**config.mk**
```make
export PLATFORM = sky130hd
export DESIGN_NAME = rgb_to_palette_index_plotter_core
export DESIGN_NICKNAME = d
export VERILOG_FILES = /design/src/rtl/core/rtpi_pkg.sv /design/src/rtl/core/rtpi_front.sv /design/src/rtl/core/rtpi_queue.sv /design/src/rtl/core/rtpi_div.sv /design/src/rtl/core/rtpi_back.sv /design/src/rtl/core/rgb_to_palette_index_plotter_core.sv
export SDC_FILE = /design/constraint.sdc
export NUM_CORES = 2
export LEC_CHECK = 0
export BUFFER_PORTS_ARGS = -buffer_cell sky130_fd_sc_hd__buf_2
export CAP_MARGIN = 20
export CORE_MARGIN = 4
export CORE_UTILIZATION = 40
export DETAILED_ROUTE_END_ITERATION = 12
export PLACE_DENSITY = 0.58
export SYNTH_ARGS = -nofsm -noshare
export SYNTH_HDL_FRONTEND = slang
export SYNTH_HIERARCHICAL = 1
export SYNTH_SLANG_ARGS = --single-unit
```
**constraint.sdc**
```tcl
create_clock -name clk -period 21.5 [get_ports clk]
set_input_delay 2.15 -clock clk [delete_from_list [all_inputs] [get_ports clk]]
set_output_delay 2.15 -clock clk [all_outputs]
set_load 0.01 [all_outputs]
```
**src/rtl/core/rtpi_pkg.sv**
```systemverilog
`timescale 1ns / 1ps
// rtpi_pkg: shared types, constants and helpers for the palette plotter core
// no dependencies

package rtpi_pkg;

  localparam int unsigned DIM_W   = 13;  // configuration dimension width
  localparam int unsigned POS_W   = 12;  // pixel / screen coordinate width
  localparam int unsigned LVL_W   = 16;  // channel level width
  localparam int unsigned IDX_W   = 8;   // palette index width
  localparam int unsigned FRAC_BITS = 12;
  localparam int unsigned QSHIFT  = FRAC_BITS - 8;
  localparam int unsigned QROUND  = (1 << QSHIFT) >> 1;
  localparam int unsigned LEVEL_MAX = 255;
  localparam int unsigned DIV_NW  = POS_W + DIM_W;  // dividend width
  localparam int unsigned DIV_DW  = DIM_W;          // divisor width
  localparam int unsigned DIV_CW  = $clog2(DIV_NW);
  localparam int unsigned LUMA_DEN = 100 << QSHIFT;
  // luma divisor is 25 << LUMA_SHIFT: shift, then multiply by a reciprocal of 25
  localparam int unsigned LUMA_SHIFT  = QSHIFT + 2;
  localparam int unsigned LUMA_LIMIT  = (LEVEL_MAX + 1) * LUMA_DEN;  // clamps at or above
  localparam int unsigned RECIP_25    = 5243;  // ceil(2^17 / 25), exact below 6400
  localparam int unsigned RECIP_SHIFT = 17;

  // configuration register indexes
  localparam logic [2:0] REG_GREY_SELECT    = 3'd0;
  localparam logic [2:0] REG_IMAGE_COLUMNS  = 3'd1;
  localparam logic [2:0] REG_IMAGE_ROWS     = 3'd2;
  localparam logic [2:0] REG_SCREEN_COLUMNS = 3'd3;
  localparam logic [2:0] REG_SCREEN_ROWS    = 3'd4;

  typedef struct packed {
    logic             grey;
    logic [DIM_W-1:0] img_cols;
    logic [DIM_W-1:0] img_rows;
    logic [DIM_W-1:0] scr_cols;
    logic [DIM_W-1:0] scr_rows;
  } cfg_t;

  // classified item handed from front to back
  typedef struct packed {
    logic              new_line;
    logic              grey;
    logic              row_scale;
    logic              col_scale;
    logic [POS_W-1:0]  col;
    logic [POS_W-1:0]  row;
    logic [POS_W-1:0]  off_c;
    logic [POS_W-1:0]  off_r;
    logic              idx_div;   // index needs a division
    logic [IDX_W-1:0]  idx_code;  // direct index when no division
    logic [1:0]        hi_bits;   // value and saturation bits for hue codes
    logic [DIV_NW-1:0] idx_num;
    logic [DIV_DW-1:0] idx_den;
  } item_t;

  function automatic logic [7:0] quantize(input logic [LVL_W-1:0] lv);
    logic [LVL_W:0] s;
    logic [LVL_W:0] q;
    s = {1'b0, lv} + (LVL_W+1)'(QROUND);
    q = s >> QSHIFT;
    quantize = (q > (LVL_W+1)'(LEVEL_MAX)) ? 8'(LEVEL_MAX) : q[7:0];
  endfunction

endpackage

```
**src/rtl/core/rtpi_front.sv**
```systemverilog
`timescale 1ns / 1ps
// rtpi_front: classifies an incoming pixel into a work item for the back end
// depends on rtpi_pkg

module rtpi_front (
  input  rtpi_pkg::cfg_t                    cfg,
  input  logic [rtpi_pkg::POS_W-1:0]        pixel_col,
  input  logic [rtpi_pkg::POS_W-1:0]        pixel_row,
  input  logic [rtpi_pkg::LVL_W-1:0]        red_level,
  input  logic [rtpi_pkg::LVL_W-1:0]        green_level,
  input  logic [rtpi_pkg::LVL_W-1:0]        blue_level,
  output rtpi_pkg::item_t                   item
);
  import rtpi_pkg::*;

  logic [7:0]        qr, qg, qb, mx, mn, d;
  logic [10:0]       d5, t;
  logic [9:0]        d3;
  logic              low_sat;
  logic [IDX_W-1:0]  grey_code;
  logic [23:0]       luma_num;
  logic [DIM_W-1:0]  diff_r, diff_c;

  always_comb begin
    qr = quantize(red_level);
    qg = quantize(green_level);
    qb = quantize(blue_level);
    mx = qr;
    if (qg > mx) mx = qg;
    if (qb > mx) mx = qb;
    mn = qr;
    if (qg < mn) mn = qg;
    if (qb < mn) mn = qb;
    d  = mx - mn;
    d5 = 11'(d) * 11'd5;
    d3 = 10'(d) * 10'd3;
    low_sat = (d5 < 11'(mx)) || (d == 8'd0);

    // weak saturation: one of four greys by value
    if ((10'(mx) << 2) < 10'd255)       grey_code = 8'h00;
    else if ((11'(mx) * 11'd5) > 11'd1020) grey_code = 8'h40;
    else if ((9'(mx) << 1) > 9'd255)    grey_code = 8'hC0;
    else                                grey_code = 8'h80;

    // hue sector value times d; blue max wins ties, then green
    if (qb == mx) begin
      if (qr == mn) t = 11'(d3) + 11'(mx - qg);
      else          t = d5 - 11'(mx - qr);
    end else if (qg == mx) begin
      if (qb == mn) t = 11'(d) + 11'(mx - qr);
      else          t = 11'(d3) - 11'(mx - qb);
    end else begin
      if (qg == mn) t = d5 + 11'(mx - qb);
      else          t = 11'(d) - 11'(mx - qg);
    end

    luma_num = 24'(red_level) * 24'd30 + 24'(green_level) * 24'd51
             + 24'(blue_level) * 24'd19;

    diff_r = cfg.scr_rows - cfg.img_rows;
    diff_c = cfg.scr_cols - cfg.img_cols;

    item.new_line  = (pixel_col == '0);
    item.grey      = cfg.grey;
    item.row_scale = cfg.img_rows > cfg.scr_rows;
    item.col_scale = cfg.img_cols > cfg.scr_cols;
    item.col       = pixel_col;
    item.row       = pixel_row;
    item.off_r     = item.row_scale ? '0 : diff_r[DIM_W-1:1];
    item.off_c     = item.col_scale ? '0 : diff_c[DIM_W-1:1];
    item.idx_div   = !cfg.grey && !low_sat;
    item.idx_code  = grey_code;
    item.hi_bits   = {((9'(mx) << 1) > 9'd255), ((9'(d) << 1) > 9'(mx))};
    if (cfg.grey) begin
      // luma sum plus half the divisor, divided in the back end
      item.idx_num = DIV_NW'(luma_num) + DIV_NW'(LUMA_DEN / 2);
      item.idx_den = '0;
    end else begin
      item.idx_num = DIV_NW'({t, 5'b0});
      item.idx_den = DIV_DW'(d3);
    end
  end

endmodule

```
**src/rtl/core/rtpi_queue.sv**
```systemverilog
`timescale 1ns / 1ps
// rtpi_queue: two-entry item queue between front and back
// depends on rtpi_pkg

module rtpi_queue (
  input  logic            clk,
  input  logic            rst_n,
  input  logic            push,
  input  rtpi_pkg::item_t wr_item,
  output logic            full,
  input  logic            pop,
  output logic            empty,
  output rtpi_pkg::item_t rd_item
);
  import rtpi_pkg::*;

  item_t      mem_r [2];
  logic       wr_ptr_r, rd_ptr_r;
  logic [1:0] count_r;
  logic       do_push, do_pop;

  assign full    = count_r == 2'd2;
  assign empty   = count_r == 2'd0;
  assign do_push = push && !full;
  assign do_pop  = pop && !empty;
  assign rd_item = mem_r[rd_ptr_r];

  always_ff @(posedge clk) begin
    if (do_push) mem_r[wr_ptr_r] <= wr_item;
  end

  always_ff @(posedge clk) begin
    if (!rst_n) begin
      wr_ptr_r <= 1'b0;
      rd_ptr_r <= 1'b0;
      count_r  <= 2'd0;
    end else begin
      if (do_push) wr_ptr_r <= !wr_ptr_r;
      if (do_pop)  rd_ptr_r <= !rd_ptr_r;
      count_r <= count_r + 2'(do_push) - 2'(do_pop);
    end
  end

endmodule

```
**src/rtl/core/rtpi_div.sv**
```systemverilog
`timescale 1ns / 1ps
// rtpi_div: shared restoring divider, one quotient bit per cycle
// depends on rtpi_pkg

module rtpi_div (
  input  logic                          clk,
  input  logic                          rst_n,
  input  logic                          start,
  input  logic [rtpi_pkg::DIV_NW-1:0]   num,
  input  logic [rtpi_pkg::DIV_DW-1:0]   den,
  output logic                          done,
  output logic [rtpi_pkg::DIV_NW-1:0]   quo
);
  import rtpi_pkg::*;

  logic              busy_r, done_r;
  logic [DIV_CW-1:0] cnt_r;
  logic [DIV_DW-1:0] rem_r, den_r;
  logic [DIV_NW-1:0] quo_r;
  logic [DIV_DW:0]   trial;
  logic              fits;

  assign trial = {rem_r, quo_r[DIV_NW-1]};
  assign fits  = trial >= {1'b0, den_r};
  assign done  = done_r;
  assign quo   = quo_r;

  always_ff @(posedge clk) begin
    if (start) begin
      rem_r <= '0;
      quo_r <= num;
      den_r <= den;
    end else if (busy_r) begin
      rem_r <= fits ? DIV_DW'(trial - {1'b0, den_r}) : trial[DIV_DW-1:0];
      quo_r <= {quo_r[DIV_NW-2:0], fits};
    end
  end

  always_ff @(posedge clk) begin
    if (!rst_n) begin
      busy_r <= 1'b0;
      done_r <= 1'b0;
      cnt_r  <= '0;
    end else begin
      done_r <= 1'b0;
      if (start) begin
        busy_r <= 1'b1;
        cnt_r  <= '0;
      end else if (busy_r) begin
        cnt_r <= cnt_r + DIV_CW'(1);
        if (cnt_r == DIV_CW'(DIV_NW - 1)) begin
          busy_r <= 1'b0;
          done_r <= 1'b1;
        end
      end
    end
  end

endmodule

```
**src/rtl/core/rtpi_back.sv**
```systemverilog
`timescale 1ns / 1ps
// rtpi_back: sequencer for scaling, drop decisions, index division and output
// depends on rtpi_pkg, rtpi_div

module rtpi_back (
  input  logic                          clk,
  input  logic                          rst_n,
  input  rtpi_pkg::cfg_t                cfg,
  input  logic                          q_empty,
  input  rtpi_pkg::item_t               q_item,
  output logic                          q_pop,
  input  logic                          out_pop,
  output logic                          out_empty,
  output logic [rtpi_pkg::POS_W-1:0]    screen_col,
  output logic [rtpi_pkg::POS_W-1:0]    screen_row,
  output logic [rtpi_pkg::IDX_W-1:0]    palette_index
);
  import rtpi_pkg::*;

  typedef enum logic [4:0] {
    S_IDLE = 5'b00001,
    S_ROW  = 5'b00010,
    S_COL  = 5'b00100,
    S_IDX  = 5'b01000,
    S_EMIT = 5'b10000
  } state_t;

  state_t             state_r;
  item_t              it_r;
  logic               dbusy_r;
  logic signed [DIM_W-1:0] prev_col_r, row_floor_r, last_row_r;
  logic [POS_W-1:0]   xs_r, ys_r;
  logic [IDX_W-1:0]   idx_r;
  logic               out_valid_r;
  logic [POS_W-1:0]   out_col_r, out_row_r;
  logic [IDX_W-1:0]   out_idx_r;

  logic               div_start, div_done;
  logic [DIV_NW-1:0]  div_num, div_quo;
  logic [DIV_DW-1:0]  div_den;
  logic signed [DIM_W-1:0] q_s;
  logic [IDX_W-1:0]   idx_calc;
  logic [12:0]        luma_y;
  logic [25:0]        luma_prod;
  logic               slot_free;

  rtpi_div u_div (
    .clk   (clk),
    .rst_n (rst_n),
    .start (div_start),
    .num   (div_num),
    .den   (div_den),
    .done  (div_done),
    .quo   (div_quo)
  );

  assign q_pop     = (state_r == S_IDLE) && !q_empty;
  assign out_empty = !out_valid_r;
  assign screen_col    = out_col_r;
  assign screen_row    = out_row_r;
  assign palette_index = out_idx_r;
  assign slot_free = !out_valid_r || out_pop;
  assign q_s       = $signed({1'b0, div_quo[POS_W-1:0]});

  always_comb begin
    div_start = 1'b0;
    div_num   = it_r.idx_num;
    div_den   = it_r.idx_den;
    case (state_r)
      S_ROW: begin
        div_start = it_r.row_scale && !dbusy_r;
        div_num   = DIV_NW'(it_r.row) * DIV_NW'(cfg.scr_rows);
        div_den   = cfg.img_rows;
      end
      S_COL: begin
        div_start = it_r.col_scale && !dbusy_r;
        div_num   = DIV_NW'(it_r.col) * DIV_NW'(cfg.scr_cols);
        div_den   = cfg.img_cols;
      end
      S_IDX: div_start = it_r.idx_div && !dbusy_r;
      default: ;
    endcase
  end

  // final index: luma by reciprocal with clamp, hue quotient folds into 1..63
  always_comb begin
    luma_y    = 13'(it_r.idx_num >> LUMA_SHIFT);
    luma_prod = 26'(luma_y) * 26'(RECIP_25);
    if (it_r.grey) begin
      if (it_r.idx_num >= DIV_NW'(LUMA_LIMIT)) idx_calc = IDX_W'(LEVEL_MAX);
      else                                     idx_calc = luma_prod[RECIP_SHIFT +: IDX_W];
    end else begin
      if (div_quo == '0)             idx_calc = 8'd1;
      else if (div_quo > DIV_NW'(63)) idx_calc = 8'd63;
      else                           idx_calc = div_quo[IDX_W-1:0];
      idx_calc = idx_calc | {it_r.hi_bits, 6'b0};
    end
  end

  always_ff @(posedge clk) begin
    if (q_pop) it_r <= q_item;
    if (state_r == S_IDLE) begin
      xs_r <= q_item.col;
      ys_r <= q_item.row;
      idx_r <= q_item.idx_code;
    end
    if (state_r == S_ROW && div_done) ys_r <= div_quo[POS_W-1:0];
    if (state_r == S_COL && div_done) xs_r <= div_quo[POS_W-1:0];
    if (state_r == S_IDX && (div_done || it_r.grey)) idx_r <= idx_calc;
    if (state_r == S_EMIT && slot_free) begin
      out_col_r <= it_r.off_c + xs_r;
      out_row_r <= it_r.off_r + ys_r;
      out_idx_r <= idx_r;
    end
  end

  always_ff @(posedge clk) begin
    if (!rst_n) begin
      state_r     <= S_IDLE;
      dbusy_r     <= 1'b0;
      prev_col_r  <= '1;
      row_floor_r <= '1;
      last_row_r  <= '1;
      out_valid_r <= 1'b0;
    end else begin
      // output slot refills as it drains
      if (state_r == S_EMIT && slot_free) out_valid_r <= 1'b1;
      else if (out_pop)                   out_valid_r <= 1'b0;
      if (div_start) dbusy_r <= 1'b1;
      if (div_done)  dbusy_r <= 1'b0;
      case (state_r)
        S_IDLE: begin
          if (!q_empty) begin
            if (q_item.new_line) begin
              prev_col_r  <= '1;
              row_floor_r <= last_row_r;
            end
            state_r <= S_ROW;
          end
        end
        S_ROW: begin
          if (!it_r.row_scale) state_r <= S_COL;
          else if (div_done) begin
            if (q_s <= row_floor_r) state_r <= S_IDLE;
            else begin
              last_row_r <= q_s;
              state_r    <= S_COL;
            end
          end
        end
        S_COL: begin
          if (!it_r.col_scale) state_r <= S_IDX;
          else if (div_done) begin
            if (q_s <= prev_col_r) state_r <= S_IDLE;
            else begin
              prev_col_r <= q_s;
              state_r    <= S_IDX;
            end
          end
        end
        S_IDX: begin
          if (!it_r.idx_div || div_done) state_r <= S_EMIT;
        end
        S_EMIT: begin
          if (slot_free) state_r <= S_IDLE;
        end
        default: state_r <= S_IDLE;
      endcase
    end
  end

endmodule

```
**src/rtl/core/rgb_to_palette_index_plotter_core.sv**
```systemverilog
`timescale 1ns / 1ps
// rgb_to_palette_index_plotter_core: top level of the palette plotter
// depends on rtpi_pkg, rtpi_front, rtpi_queue, rtpi_back (with rtpi_div)
// scheduling: row scaling, column scaling and the hue division each run on the
//   shared serial divider; the back end holds one item at a time and takes no
//   new item from the queue until it is through with the last one; a full
//   output register stalls the back end
// reset: synchronous active low; config returns to 640x480 colour mode,
//   line state to none, queue and output register empty

module rgb_to_palette_index_plotter_core (
  input  logic                         clk,
  input  logic                         rst_n,
  // configuration writes
  input  logic                         cfg_valid,
  output logic                         cfg_ready,
  input  logic [2:0]                   cfg_index,
  input  logic [rtpi_pkg::DIM_W-1:0]   cfg_data,
  // input items
  input  logic                         in_push,
  output logic                         in_full,
  input  logic [rtpi_pkg::POS_W-1:0]   in_pixel_col,
  input  logic [rtpi_pkg::POS_W-1:0]   in_pixel_row,
  input  logic [rtpi_pkg::LVL_W-1:0]   in_red_level,
  input  logic [rtpi_pkg::LVL_W-1:0]   in_green_level,
  input  logic [rtpi_pkg::LVL_W-1:0]   in_blue_level,
  // result items
  output logic                         out_empty,
  input  logic                         out_pop,
  output logic [rtpi_pkg::POS_W-1:0]   out_screen_col,
  output logic [rtpi_pkg::POS_W-1:0]   out_screen_row,
  output logic [rtpi_pkg::IDX_W-1:0]   out_palette_index
);
  import rtpi_pkg::*;

  cfg_t  cfg_r;
  item_t front_item, head_item;
  logic  q_empty, q_pop;

  // config must only be written while idle (the block does not enforce it), so always ready
  assign cfg_ready = 1'b1;

  always_ff @(posedge clk) begin
    if (!rst_n) begin
      cfg_r.grey     <= 1'b0;
      cfg_r.img_cols <= DIM_W'(640);
      cfg_r.img_rows <= DIM_W'(480);
      cfg_r.scr_cols <= DIM_W'(640);
      cfg_r.scr_rows <= DIM_W'(480);
    end else if (cfg_valid) begin
      case (cfg_index)
        REG_GREY_SELECT:    cfg_r.grey     <= cfg_data[0];
        REG_IMAGE_COLUMNS:  cfg_r.img_cols <= cfg_data;
        REG_IMAGE_ROWS:     cfg_r.img_rows <= cfg_data;
        REG_SCREEN_COLUMNS: cfg_r.scr_cols <= cfg_data;
        REG_SCREEN_ROWS:    cfg_r.scr_rows <= cfg_data;
        default: ;
      endcase
    end
  end

  // front: quantize, hsv / luma prep, scale flags and centring offsets
  rtpi_front u_front (
    .cfg         (cfg_r),
    .pixel_col   (in_pixel_col),
    .pixel_row   (in_pixel_row),
    .red_level   (in_red_level),
    .green_level (in_green_level),
    .blue_level  (in_blue_level),
    .item        (front_item)
  );

  // short queue decouples accept from the serial back end
  rtpi_queue u_queue (
    .clk     (clk),
    .rst_n   (rst_n),
    .push    (in_push),
    .wr_item (front_item),
    .full    (in_full),
    .pop     (q_pop),
    .empty   (q_empty),
    .rd_item (head_item)
  );

  // back: scaling divides, drop of repeated rows / columns, index, output item
  rtpi_back u_back (
    .clk           (clk),
    .rst_n         (rst_n),
    .cfg           (cfg_r),
    .q_empty       (q_empty),
    .q_item        (head_item),
    .q_pop         (q_pop),
    .out_pop       (out_pop),
    .out_empty     (out_empty),
    .screen_col    (out_screen_col),
    .screen_row    (out_screen_row),
    .palette_index (out_palette_index)
  );

endmodule

```
== Yosys cells after proc, flatten, opt, wreduce, memory -nomap -nowiden ==
Memory sizes are Yosys's and may differ from the RTL's. A register that Yosys moved wholly into a read port is not among the register bits.
Index checks and enable logic that the tools add are counted.
Widths: inputs -> output; s select.

* Add/subtract/negate cells: 24
* Multipliers: 9
* Div/mod/pow operators: 0
* Order comparisons: 19
* Equal/unequal tests: 25
* Shifts and indexed selects: 0
* Muxes and demuxes: 61
* Bitwise logic cells: 5
* Reduce and logical (&&, ||, !) cells: 47

{| class="wikitable"
|+ Operator list
! kind !! count
|-
| $mux 8 || 16
|-
| $mux 13 || 6
|-
| $mux 12 || 6
|-
| $mux 11 || 5
|-
| $pmux 13 s2 || 2
|-
| $add 16x4->17 const B || 3
|-
| $mul 12x13->25 || 2
|-
| $mux 25 || 2
|-
| $pmux 25 s2 || 1
|-
| $eq 8x8->1 || 5
|-
| $gt 13x8->1 const B || 3
|-
| $sub 13x13->13 || 3
|-
| $mux 38 || 1
|-
| $mux 5 || 7
|-
| $sub 8x8->9 || 3
|-
| $gt 13x13->1 || 2
|-
| $le 13x13->1 || 2
|-
| $add 24x10->25 const B || 1
|-
| $ge 25x19->1 const B || 1
|-
| $gt 25x6->1 const B || 1
|-
| $logic_not 25->1 || 1
|-
| $mul 13x13->25 const B || 1
|-
| $pmux 5 s5 || 1
|-
| $add 12x12->12 || 2
|-
| other kinds (59) || 113
|}

* Register bits: 317
* Latch bits: 0
* Memory bits (writable): 202
* Memory bits (read-only): 0
* Bits of input ports: 93
* Output and inout bits: 35
* Logic and storage cells: 228
* Memories kept: 1

{| class="wikitable"
|+ Memories
! memory !! words !! width !! read ports !! clocked after Yosys merged registers in !! wr ports !! line !! text
|-
| u_queue.mem_r || 2 || 101 || 1 || 1 || 1 || rtpi_queue.sv:17 || <nowiki>item_t mem_r [2];</nowiki>
|}

== Depth between registers and ports, before layout ==
* Word-level depth: 14
* Mapped depth: 50
* Mapped depth without buffers: 47

== Hierarchy ==
Netlist, hierarchy kept.

{| class="wikitable"
|+ By module, submodules not included
! module !! instances !! cells each !! area each (sq um) !! sequential area each (sq um)
|-
| rtpi_back || 1 || 2342 || 22743.1 || 5605.4
|-
| rtpi_front || 1 || 1846 || 14969.4 || 0.0
|-
| rtpi_queue || 1 || 341 || 7971.4 || 6165.9
|-
| rtpi_div || 1 || 270 || 3119.2 || 1541.5
|-
| rgb_to_palette_index_plotter_core || 1 || 200 || 2078.2 || 1061.0
|}

== Worst setup path before layout ==
Ideal clock, no wire load.

* Kind: input to register
* From: in in_green_level[6] (netlist name)
* To: mem u_queue/mem_r[0][26] (netlist name), data pin
* Setup time: 0.155 ns
* Arrival time: 11.536 ns
* Data required time: 21.345 ns
* Setup slack: 9.809 ns
* Stages: 47
* Path buffers: 3
* Cells stage by stage: ha_1 and3_1 a31oi_1 o211ai_1 nor2_1 nand2_1 ha_1 and4_1 clkbuf_1 nand2_1 a31oi_1 o31ai_2 and2_1 buf_2 mux2i_1 inv_1 ha_1 a21o_1 [11 not listed] xnor2_1 inv_1 ha_1 ha_1 inv_1 fa_1 inv_1 ha_1 a21o_1 a21o_1 a21o_1 a21o_1 xor2_1 nor2_1 a41oi_1 o211ai_1 or4_1 o21ai_1

{| class="wikitable"
|+ RTL lines
! element !! line !! text
|-
| from (decl) || rgb_to_palette_index_plotter_core.sv:25 || <nowiki>input logic [rtpi_pkg::LVL_W-1:0] in_green_level,</nowiki>
|-
| to (decl) || rtpi_queue.sv:17 ||
|}

==> impl_metrics.yaml <==
setup_path:
  rr_worst_depth: 18
  critPathSlowestCell: "xnor2_1"
  critPathMostFrequentCell: "ha_1"
  startpoint_type: "input pin"
  max_stage_delay_ps: 510
  cp-end-kind: "register"
  required_ps: 21940
  r2r-start: "cfg_r[20]$_SDFFE_PN1P_"
  crit_path_max_fanout: 8
  rrSetupSlack_ps: 14980
  startpoint: "in_red_level[5]"
  worstPathArrival_ps: 13190
  crit_type: "in2reg"
  timing.rr.end: "u_back/u_div/quo[17]$_DFFE_PP_"
  crit_end: "u_queue/mem_r[0][28]$_DFFE_PP_"
timing:
  skew_ps: 68.1
  finalSetupViolations: 0
  timing.final.crit_share_pct: 59.3
  slew_violations: 0
  period_needed_ps: 12740
  whs_ps: 427
  slew_headroom_pct: 28.0
  final_hold_viol_count: 0
  rsz0062_at_grt: "false"
  tightestPinTransition_ps: 1080
  max_freq_ghz: 0.0785
  setup_slack_ps: 8760
  setup-tns-final_ps: 0
synth:
  ys_warn_count: 6
  synthesis.area_mm2: 0.0509
  ys_seq_elements: 520
  synth-seq-area-share_pct: 28.2
  async_flop_share_pct: 0
  synth_cells: 4999
  synth_edf_count: 396
  synth_cell_types: 135
  synthFlopType: "edfxtp_1"
  avgSynthCellArea_um2: 10.2
place:
  dp.cells: 6632
  portBuffers: 126
  dpl_worst_slack_ps: 8240
  hpwlAfterDp_um: 113000
  gp_congestion: 0.945
die:
  ios: 128
  die_h_um: 365
  die_w_um: 365
  start_util_pct: 40.4
  core.rowCount: 130
  die_area_mm2: 0.133
  core_mm2: 0.126
grt:
  overflow: 0
  top_usage_layer: "met2"
  antenna_found_initial: 17
  grt_pass1_wl_um: 217000
  grtUsageTotal_pct: 21.1
  grt_max_degree: 83
  first_global_vias: 36300
  grtUsageMet3_pct: 2.27
  grtUsageMet2_pct: 36.1
  grtUsageMet1_pct: 28.5
finish:
  nFillCells: 12100
  regArea_mm2: 0.0144
  final_layout_size_suffix_gt1_share_pct: 10.1
  layout.nets: 6138
  area_growth_pct: 7.79
  multiInputGateArea_mm2: 0.0324
  fin_cells: 6750
clock_tree:
  cts_tree: "built"
  cts.repair.resized: 0
  cts.sinks: 520
  cts.clk_slew.worst_paths_ps: 60
  cts_buffer_depth: 3
  cts_hold_buf: 0
  cts_setup_buffers: 0
  clk_latency_ps: 680
  cts-root-buf: "clkbuf_16"
  cts_made_buffers: 60
  cts_max_level: 2
run:
  cap_viol_max_count: 0
detailed_routing:
  viasPerCell: 5.31
  drt_wl_total_um: 140000
  dr.pass1.iters: 5
  vias: 35800
  wire_per_inst_um: 20.7
  drtAntennaViolNets: 0
  drt_iter0_drc: 2406
  drc_errors: 0
min_path:
  hold_path.class: "reg2reg"
  hold_depth: 0
run_status:
  outcome: "finished clean"
synth_stat cells (17+ instances only):
| cell type | count | area, um^2 |
|---|---|---|
| o211ai_1 | 27 | 203 |
| a31oi_1 | 17 | 106 |
| nand2_1 | 461 | 1730 |
| buf_4 | 42 | 315 |
| o21bai_1 | 30 | 225 |
| and4_1 | 17 | 149 |
| clkbuf_1 | 100 | 375 |
| nor3_1 | 63 | 315 |
| a22oi_1 | 29 | 218 |
| xor2_1 | 70 | 613 |
| mux2i_1 | 105 | 1050 |
| inv_1 | 794 | 2980 |
| dfxtp_1 | 124 | 2480 |
| xnor2_1 | 183 | 1600 |
| ha_1 | 588 | 7360 |
| a211oi_1 | 34 | 255 |
| o21a_1 | 24 | 180 |
| a21boi_0 | 18 | 135 |
| mux2_2 | 60 | 676 |
| edfxtp_1 | 396 | 11900 |
| nor4_1 | 25 | 156 |
| o21ai_0 | 142 | 711 |
| nor2b_1 | 92 | 576 |
| nand2b_1 | 37 | 231 |
| nand4_1 | 28 | 175 |
| and3_1 | 18 | 113 |
| a21oi_1 | 180 | 901 |
| a21o_1 | 101 | 758 |
| mux2_4 | 90 | 1350 |
| nand3_1 | 51 | 255 |
| and2_1 | 145 | 907 |
| or3_1 | 17 | 106 |
| nor2_1 | 173 | 649 |
| fa_1 | 410 | 8210 |
through the flow:
| step | cell area [um^2] | utilization [%] |
|---|---|---|
| after floorplan | 50900 | - |
| after global placement | 52800 | 41.9 |
| after detailed placement | 52800 | 41.9 |
| after CTS | 54800 | 43.5 |
| after global routing | 54800 | 43.5 |
| final | 54800 | 43.5 |
critical path, delay by kind of cell:
| family | cells | cell delay, ps |
|---|---|---|
| buf+inv | 7 | 970 |
| mux | 2 | 820 |
| xor+xnor | 3 | 880 |
| compound gates | 15 | 3380 |
| fa+ha+maj | 8 | 2390 |
| simple gates | 12 | 2540 |
worst min path at each step:
stage	from	endpoint	slack, ps
2_1_floorplan	u_back/idx_r[0]$_DFFE_PP_	u_back/palette_index[0]$_DFFE_PP_	400
3_3_place_gp	u_back/idx_r[6]$_DFFE_PP_	u_back/palette_index[6]$_DFFE_PP_	410
3_5_place_dp	u_back/idx_r[6]$_DFFE_PP_	u_back/palette_index[6]$_DFFE_PP_	410
4_1_cts	u_back/idx_r[6]$_DFFE_PP_	u_back/palette_index[6]$_DFFE_PP_	430
5_1_grt	u_back/idx_r[6]$_DFFE_PP_	u_back/palette_index[6]$_DFFE_PP_	440
6_report	u_back/idx_r[6]$_DFFE_PP_	u_back/palette_index[6]$_DFFE_PP_	430
cell usage in the layout, fill, tap and decap left out, drive strengths merged, types with 15 or more instances in the layout:
| cell type | Yosys | routed |
|---|---|---|
| inv | 799 | 803 |
| ha | 588 | 588 |
| nand2 | 467 | 467 |
| fa | 410 | 410 |
| edfxtp | 396 | 396 |
| xnor2 | 185 | 185 |
| a21oi | 183 | 183 |
| nor2 | 174 | 174 |
| buf | 84 | 164 |
| o21ai | 155 | 155 |
| mux2 | 151 | 151 |
| and2 | 146 | 146 |
| dfxtp | 124 | 124 |
| mux2i | 106 | 106 |
| a21o | 102 | 102 |
| nor2b | 92 | 92 |
| xor2 | 72 | 72 |
| clkbuf | 102 | 70 |
| nor3 | 65 | 65 |
| nand3 | 51 | 51 |
| nand2b | 37 | 37 |
| a211oi | 37 | 37 |
| o21bai | 30 | 30 |
| a22oi | 29 | 29 |
| nand4 | 29 | 29 |
| o211ai | 29 | 29 |
| clkinv | 2 | 28 |
| nor4 | 25 | 25 |
| o21a | 25 | 25 |
| and3 | 20 | 20 |
| a31oi | 19 | 19 |
| or3 | 19 | 19 |
| a21boi | 18 | 18 |
| and4 | 17 | 17 |
| o31ai | 15 | 15 |
state kept, by name, indices dropped and copies added, names as in the netlist, 13 cells and up, named ones only:
register            flops
u_back/u_div/rem_r     13
u_back/row_floor_r     13
u_queue/mem_r         202
cfg_r                  53
u_back/u_div/quo       25
u_back/it_r            92
u_back/last_row_r      13
u_back/u_div/den_r     13
u_back/prev_col_r      13
final cells by class:
type,instances,share of cell area [%]
clock buffers,70,2.84
repair buffers,164,1.69
clock inverters,43,0.853
diodes,2,0.00913
inverters,801,5.49
multi-input cells,3500,59.1
well taps,1650,3.76
flip-flops and latches,520,26.2
cells by family (layout without fill, tap and decap cells):
logic type / count (synthesis) / after routing / synth area share (%)
AND/OR/NAND/NOR: 1196 / 1196 / 11.7
adder cells (fa/ha/maj): 1006 / 1006 / 30.8
other: 2 / 13 / 0.0148
XOR/XNOR: 258 / 258 / 4.55
buffers and inverters: 988 / 1078 / 8.14
AO/OA/AOI/OAI: 772 / 772 / 10.5
flip-flops: 520 / 520 / 28.2
multiplexers: 257 / 257 / 6.10
per-layer routing:
metal / vias to the layer above / share of wire, % / wire length [um]
li1: 17000 / - / -
met1: 17800 / 45 / 63000
met2: 792 / 48 / 67000
met3: 209 / 4.2 / 5810
met4: 16 / 2.8 / 3970
met5: - / 0.065 / 91
Power is left out: the tool's default activity adds up to more than one toggle a clock period on the data nets, which glitch-free logic cannot reach.
